==> src/sv/kms_pkg.sv <==
// Shared types, constants and key table for the keypad matrix scanner.
package kms_pkg;

  localparam int COUNT_W = 8;
  localparam int HOLD_W  = 8;
  localparam int KEYS    = 16;
  localparam int KEY_W   = 4;
  localparam int CODE_W  = 6;
  localparam int FIFO_DEPTH = 2;

  localparam logic EV_PRESS   = 1'b0;
  localparam logic EV_RELEASE = 1'b1;

  localparam logic [HOLD_W-1:0] HOLD_RST = 8'd3;

  typedef struct packed {
    logic            kind;
    logic [KEYS-1:0] mask;
  } job_t;

  typedef struct packed {
    logic              shift;
    logic [CODE_W-1:0] code;
  } key_entry_t;

  // index is row*4+col
  function automatic key_entry_t key_lookup(input logic [KEY_W-1:0] idx);
    key_entry_t e;
    case (idx)
      4'd0:    e = '{1'b0, 6'd2};
      4'd1:    e = '{1'b0, 6'd3};
      4'd2:    e = '{1'b0, 6'd4};
      4'd3:    e = '{1'b1, 6'd30};
      4'd4:    e = '{1'b0, 6'd5};
      4'd5:    e = '{1'b0, 6'd6};
      4'd6:    e = '{1'b0, 6'd7};
      4'd7:    e = '{1'b1, 6'd48};
      4'd8:    e = '{1'b0, 6'd8};
      4'd9:    e = '{1'b0, 6'd9};
      4'd10:   e = '{1'b0, 6'd10};
      4'd11:   e = '{1'b1, 6'd46};
      4'd12:   e = '{1'b1, 6'd9};
      4'd13:   e = '{1'b0, 6'd11};
      4'd14:   e = '{1'b1, 6'd4};
      4'd15:   e = '{1'b1, 6'd32};
      default: e = '{1'b0, 6'd0};
    endcase
    return e;
  endfunction

  // scan position {col,row} <-> sample bit {row,col}
  function automatic logic [KEY_W-1:0] pos_to_idx(input logic [KEY_W-1:0] pos);
    return {pos[1:0], pos[3:2]};
  endfunction

  function automatic logic [KEYS-1:0] to_scan_order(input logic [KEYS-1:0] sample);
    logic [KEYS-1:0] m;
    for (int p = 0; p < KEYS; p++) begin
      m[p] = sample[pos_to_idx(KEY_W'(p))];
    end
    return m;
  endfunction

  function automatic logic [KEY_W-1:0] lowest_set(input logic [KEYS-1:0] m);
    logic [KEY_W-1:0] r;
    r = '0;
    for (int i = KEYS - 1; i >= 0; i--) begin
      if (m[i]) r = KEY_W'(i);
    end
    return r;
  endfunction

  function automatic logic [KEY_W-1:0] highest_set(input logic [KEYS-1:0] m);
    logic [KEY_W-1:0] r;
    r = '0;
    for (int i = 0; i < KEYS; i++) begin
      if (m[i]) r = KEY_W'(i);
    end
    return r;
  endfunction

endpackage

==> src/sv/kms_front.sv <==
// Front end: accepts samples, tracks the held key and debounce count, issues event jobs.
module kms_front (
  input  logic                       clk,
  input  logic                       rst_n,
  input  logic                       cfg_we,
  input  logic [kms_pkg::HOLD_W-1:0] cfg_wdata,
  input  logic                       in_valid,
  output logic                       in_stall,
  input  logic [kms_pkg::KEYS-1:0]   in_matrix_sample,
  input  logic                       q_full,
  output logic                       q_push,
  output kms_pkg::job_t              q_data
);
  import kms_pkg::*;

  logic [HOLD_W-1:0]  hold_time_r;
  logic [COUNT_W-1:0] hold_count_r, hold_count_nxt;
  logic [KEY_W-1:0]   held_pos_r, held_pos_nxt;
  logic [KEYS-1:0]    scan;
  logic [COUNT_W-1:0] load;
  logic               accept;
  logic               pressed;
  job_t               job;

  assign in_stall = q_full;
  assign accept   = in_valid && !q_full;
  assign load     = hold_time_r[COUNT_W-1:0];
  assign scan     = to_scan_order(in_matrix_sample);
  assign pressed  = in_matrix_sample[pos_to_idx(held_pos_r)];

  always_comb begin
    hold_count_nxt = hold_count_r;
    held_pos_nxt   = held_pos_r;
    job.kind       = EV_PRESS;
    job.mask       = '0;
    if (hold_count_r == '0) begin
      job.mask = scan;
      if (|scan) begin
        hold_count_nxt = load;
        held_pos_nxt   = highest_set(scan);
      end
    end else begin
      hold_count_nxt = pressed ? load : hold_count_r - COUNT_W'(1);
      job.kind       = EV_RELEASE;
      if (hold_count_nxt == '0) job.mask = KEYS'(1) << held_pos_r;
    end
  end

  assign q_push = accept && (|job.mask);
  assign q_data = job;

  always_ff @(posedge clk) begin
    if (!rst_n) begin
      hold_time_r  <= HOLD_RST;
      hold_count_r <= '0;
      held_pos_r   <= '0;
    end else begin
      if (cfg_we) hold_time_r <= cfg_wdata;
      if (accept) begin
        hold_count_r <= hold_count_nxt;
        held_pos_r   <= held_pos_nxt;
      end
    end
  end

endmodule

==> src/sv/kms_fifo.sv <==
// Two-entry job queue between the front end and the event emitter.
module kms_fifo (
  input  logic          clk,
  input  logic          rst_n,
  input  logic          push,
  input  kms_pkg::job_t push_data,
  output logic          full,
  input  logic          pop,
  output kms_pkg::job_t pop_data,
  output logic          empty
);
  import kms_pkg::*;

  localparam int PTR_W = $clog2(FIFO_DEPTH);

  job_t             mem_r [FIFO_DEPTH];
  logic [PTR_W-1:0] wr_ptr_r, rd_ptr_r;
  logic [PTR_W:0]   count_r;
  logic             do_push, do_pop;

  assign full     = (count_r == (PTR_W + 1)'(FIFO_DEPTH));
  assign empty    = (count_r == '0);
  assign do_push  = push && !full;
  assign do_pop   = pop && !empty;
  assign pop_data = mem_r[rd_ptr_r];

  always_ff @(posedge clk) begin
    if (do_push) mem_r[wr_ptr_r] <= push_data;
  end

  always_ff @(posedge clk) begin
    if (!rst_n) begin
      wr_ptr_r <= '0;
      rd_ptr_r <= '0;
      count_r  <= '0;
    end else begin
      if (do_push) wr_ptr_r <= wr_ptr_r + PTR_W'(1);
      if (do_pop)  rd_ptr_r <= rd_ptr_r + PTR_W'(1);
      case ({do_push, do_pop})
        2'b10:   count_r <= count_r + (PTR_W + 1)'(1);
        2'b01:   count_r <= count_r - (PTR_W + 1)'(1);
        default: count_r <= count_r;
      endcase
    end
  end

endmodule

==> src/sv/kms_back.sv <==
// Back end: walks each job's key mask in scan order and emits one event beat per key.
module kms_back (
  input  logic                         clk,
  input  logic                         rst_n,
  input  logic                         q_empty,
  input  kms_pkg::job_t                q_data,
  output logic                         q_pop,
  output logic                         out_valid,
  input  logic                         out_stall,
  output logic                         out_event_kind,
  output logic [kms_pkg::CODE_W-1:0]   out_key_code,
  output logic                         out_shift_flag,
  output logic                         out_last
);
  import kms_pkg::*;

  logic              busy_r;
  logic              kind_r;
  logic [KEYS-1:0]   mask_r;
  logic              out_valid_r;
  logic              kind_out_r;
  logic [CODE_W-1:0] code_r;
  logic              shift_r;
  logic              last_r;
  logic              take;
  logic [KEY_W-1:0]  pos;
  logic [KEYS-1:0]   rest;
  key_entry_t        entry;

  assign take  = busy_r && (!out_valid_r || !out_stall);
  assign pos   = lowest_set(mask_r);
  assign rest  = mask_r & ~(KEYS'(1) << pos);
  assign entry = key_lookup(pos_to_idx(pos));
  assign q_pop = !busy_r && !q_empty;

  always_ff @(posedge clk) begin
    if (take) begin
      kind_out_r <= kind_r;
      code_r     <= entry.code;
      shift_r    <= entry.shift;
      last_r     <= (rest == '0);
    end
    if (q_pop) begin
      kind_r <= q_data.kind;
      mask_r <= q_data.mask;
    end else if (take) begin
      mask_r <= rest;
    end
  end

  always_ff @(posedge clk) begin
    if (!rst_n) begin
      busy_r      <= 1'b0;
      out_valid_r <= 1'b0;
    end else begin
      if (q_pop)     busy_r <= 1'b1;
      else if (take) busy_r <= (rest != '0);
      if (take)      out_valid_r <= 1'b1;
      else if (!out_stall) out_valid_r <= 1'b0;
    end
  end

  assign out_valid      = out_valid_r;
  assign out_event_kind = kind_out_r;
  assign out_key_code   = code_r;
  assign out_shift_flag = shift_r;
  assign out_last       = last_r;

endmodule

==> src/sv/keypad_matrix_scanner.sv <==
// Top level of the 4x4 keypad matrix scanner with release debounce.
//
// Input channel (in_valid / in_stall / in_matrix_sample): one beat per poll
// tick, bit row*4+col set when that key reads pressed.
// Output channel (out_valid / out_stall / out_*): one beat per key event;
// out_last marks the final beat caused by a tick. Quiet ticks give no beats.
// Config: cfg_we writes cfg_wdata into the hold time (3 after reset).
// The front end classifies a tick in the cycle it is accepted and updates the
// held key and debounce count at once; it stalls only when the two-entry job
// queue is full. The back end loads one job per cycle when idle, then emits
// one event per cycle unless out_stall holds the output register. A tick's job
// passes through the queue, the back end's job register and the output register.
// When out_stall is high the output register holds its beat and the back end
// waits; the queue absorbs up to two more ticks with events before in_stall rises.
// Reset (rst_n low, synchronous) empties the queue, drops any pending beats
// and clears the held key and debounce count.
module keypad_matrix_scanner (
  input  logic                       clk,
  input  logic                       rst_n,
  input  logic                       cfg_we,
  input  logic [kms_pkg::HOLD_W-1:0] cfg_wdata,
  input  logic                       in_valid,
  output logic                       in_stall,
  input  logic [kms_pkg::KEYS-1:0]   in_matrix_sample,
  output logic                       out_valid,
  input  logic                       out_stall,
  output logic                       out_event_kind,
  output logic [kms_pkg::CODE_W-1:0] out_key_code,
  output logic                       out_shift_flag,
  output logic                       out_last
);
  import kms_pkg::*;

  logic q_push, q_full, q_pop, q_empty;
  job_t q_in, q_out;

  kms_front u_front (
    .clk              (clk),
    .rst_n            (rst_n),
    .cfg_we           (cfg_we),
    .cfg_wdata        (cfg_wdata),
    .in_valid         (in_valid),
    .in_stall         (in_stall),
    .in_matrix_sample (in_matrix_sample),
    .q_full           (q_full),
    .q_push           (q_push),
    .q_data           (q_in)
  );

  kms_fifo u_fifo (
    .clk       (clk),
    .rst_n     (rst_n),
    .push      (q_push),
    .push_data (q_in),
    .full      (q_full),
    .pop       (q_pop),
    .pop_data  (q_out),
    .empty     (q_empty)
  );

  kms_back u_back (
    .clk            (clk),
    .rst_n          (rst_n),
    .q_empty        (q_empty),
    .q_data         (q_out),
    .q_pop          (q_pop),
    .out_valid      (out_valid),
    .out_stall      (out_stall),
    .out_event_kind (out_event_kind),
    .out_key_code   (out_key_code),
    .out_shift_flag (out_shift_flag),
    .out_last       (out_last)
  );

endmodule
==> config.mk <==
export PLATFORM = sky130hd
export DESIGN_NAME = keypad_matrix_scanner
export DESIGN_NICKNAME = d
export VERILOG_FILES = /design/src/sv/kms_pkg.sv /design/src/sv/kms_front.sv /design/src/sv/kms_fifo.sv /design/src/sv/kms_back.sv /design/src/sv/keypad_matrix_scanner.sv
export SDC_FILE = /design/constraint.sdc
export NUM_CORES = 1
export LEC_CHECK = 0
export ABC_CLOCK_PERIOD_IN_PS = 3600
export BUFFER_PORTS_ARGS = -buffer_cell sky130_fd_sc_hd__buf_2
export CORE_ASPECT_RATIO = 1.5
export CORE_MARGIN = 4
export CORE_UTILIZATION = 49
export CTS_CLUSTER_DIAMETER = 100
export DETAILED_ROUTE_END_ITERATION = 6
export PLACE_DENSITY_LB_ADDON = 0.25
export SYNTH_ARGS = -nofsm -noshare
export SYNTH_HDL_FRONTEND = slang
export SYNTH_SLANG_ARGS = --single-unit
==> constraint.sdc <==
create_clock -name clk -period 3.6 [get_ports clk]
set_input_delay 0.18 -clock clk [delete_from_list [all_inputs] [get_ports clk]]
set_output_delay 0.18 -clock clk [all_outputs]
set_load 0.1 [all_outputs]
==> metrics <==
number of diodes=0; Num CTS Buffers=9; status=complete, no violations; GRT Total Usage=0.185; clock slew at reported path FFs=70 ps; final setup vio count=0; Comb pwr share=0.438; part of the power in registers=0.382; Layout Nets=509; sequential share of the synthesized area=0.505; Critical Path Sink Type=flip-flop; Final Hold Viols=0; final hold slack=58.4 ps; clk root buf=clkbuf_16; first-pass GRT wire length=16200 um; vias in the first global route=3461; I/O Pins=40; Tmin final=3160 ps; FP Rows=43; Setup TNS=0 ps; Placed Area=4920 sq um; Routed wire per std cell=16.7 um; largest area contributor in the netlist=edfxtp_1; Slew HR=0.363; Vias=3559; Synth area leaders=edfxtp_1, dfxtp_1, mux2i_1; Hold WC Path Type=in -> reg; final critical-path share of the clock period=0.878; Placer Congestion=0.949; VDD IR max=0.000501 V; Finished Cell Area=5220 sq um; initial core utilization=0.501; synth warn=0; crit path launch=u_front.held_pos_r[2]; Clock Skews=10.4 ps; Pint=2.89 mW; ys flop type=edfxtp_1; Area Growth Syn to Fin=12.6%; Crit Path Max Fanout=14; fin. max-slew vios=0; Buffers on Ports=39; Final Non-Filler Cells=590; Synth Register Bits=87; Worst EP required=3870 ps; DR pass1 iterations=5; largest net degree at the start of global routing=34; # DRC=0; synthesized net count=475; setup repair bufs after CTS=0; CTS tree=done; Critical R2R Launch=u_front.held_pos_r[2]; Longest Clk Path Bufs=2; Die X=87.5 um; area share of the largest cell type after synthesis=0.388; die footprint=11100 sq um; Post-synth EDFFs=60; Post-Place Cells=574; Iteration-0 DRC Markers=117; CTS resizes=0; Clock Sinks=87; Post-DP HPWL=7350 um; Slew @ Worst Pin=955 ps; commonest non-fill, non-tap cell in the layout=edfxtp_1; R2R depth=8; Min-Delay Path Depth=3; sw frac=0.429; Core Footprint=9250 sq um; RSZ-0062 raised after global routing=no; leakage power=1.94 nW; Setup crit start kind=flip-flop; Arrival @ worst endpoint=3430 ps; Hold Buf Count CTS=0; Clk pwr share=0.179; commonest non-fill, non-tap cells in the layout=edfxtp_1, buf_2, nor2_1; Routed WL=9830 um; Synth Cell Area=4640 sq um; async set-or-reset flop fraction in the synthesized netlist=0; via-per-instance ratio=6.03; switching component of the power=2.17 mW; Distinct cells, synth=69; Post-Syn Instances=439; DRT antenna net count=0; Die Height=127 um; Clock Latency Late Sink=340 ps; highest clock rate=0.316 GHz; initial antenna violation count=0; crit path kind=reg -> reg; total grt overflow=0; min-delay src=cfg_wdata[0]; Max Cap Viol=0; syn_area_per_cell=10.6 sq um; fraction of layout cells with a size suffix above 1=0.169; H-Tree Depth=3; power per cell area=969 nW/um^2
[path summary, 6_finish.rpt]
kind | endpoint | slack [ps]
setup reg to reg | u_fifo.count_r[1] | 440
setup / recovery | u_fifo.count_r[1] | 440
hold reg to reg | u_back.out_event_kind | 440
hold / removal | u_front.hold_time_r[0] | 60
[cell families after synthesis]
logic type               synth area share
AO/OA/AOI/OAI                       0.183
XOR/XNOR                          0.00566
adder cells (fa/ha/maj)            0.0189
buffers and inverters              0.0340
flip-flops                          0.505
multiplexers                       0.0852
AND/OR/NAND/NOR                     0.169
[stage by stage]
stage / setup slack [ps] / total power, mW / utilization
detailed placement: 459 / 4.15 / 0.532
finish: 438 / 5.06 / 0.564
floorplan: 600 / 3.67 / -
global placement: 584 / 4.09 / 0.532
global route: 291 / 5.39 / 0.564
CTS: 438 / 5.07 / 0.564
[registers in the layout, indices dropped and copies added (netlist names), named ones only]
signal,count
u_back.out_last,1
u_fifo.mem_r,34
u_front.hold_count_r,8
u_fifo.rd_ptr_r,1
u_back.out_shift_flag,1
u_fifo.wr_ptr_r,1
u_back.kind_r,1
u_front.held_pos_r,4
u_back.mask_r,16
u_back.busy_r,1
u_back.out_valid,1
u_back.out_event_kind,1
u_fifo.count_r,2
u_back.out_key_code,6
u_front.hold_time_r,8
[power by group through the flow]
| stage | Clock [mW] | Combinational, mW | Sequential, mW |
|---|---|---|---|
| final | 0.909 | 2.22 | 1.93 |
| after global routing | 0.972 | 2.43 | 1.99 |
| after CTS | 0.923 | 2.22 | 1.93 |
| after detailed placement | 0 | 2.20 | 1.95 |
| after global placement | 0 | 2.15 | 1.93 |
| after floorplan | 0 | 1.60 | 2.06 |
[per-layer routing]
layer / vias to the layer above / GRT usage / wire (um)
met1: 1675 / 0.199 / 3760
met5: - / 0 / 0
met2: 120 / 0.329 / 5270
met3: 31 / 0.0329 / 426
li1: 1733 / - / -
met4: 0 / 0.108 / 369
[cell type report]
class                           count  area [sq um]
Fill cell                         837          4030
Sequential cell                    87          2340
Multi-Input combinational cell    314          2140
Clock buffer                       10           250
Timing Repair Buffer               44           233
Tap cell                          112           140
Inverter                           17          63.8
Clock inverter                      6          50.0
[cells in the mapped netlist, types with 6 or more instances]
cell type,n
edfxtp_1,60
nor2_1,38
o21ai_0,33
nand2_1,28
dfxtp_1,27
a21oi_1,23
mux2i_1,23
nor2b_1,17
clkbuf_1,16
inv_1,16
nand3_1,10
nor3_1,10
and2_1,8
ha_1,7
nor4_1,7
o211ai_1,7
a22o_1,6
nand2b_1,6
[worst max-delay path, stage by stage, from the launching register on]
cell	delay [ps]
dfxtp_1	630
mux4_1	620
mux2i_1	180
mux2_4	240
mux2_4	350
a21o_4	230
ha_1	310
or3_1	370
a21boi_0	170
Note: power is estimated with default switching activity, not from simulation.
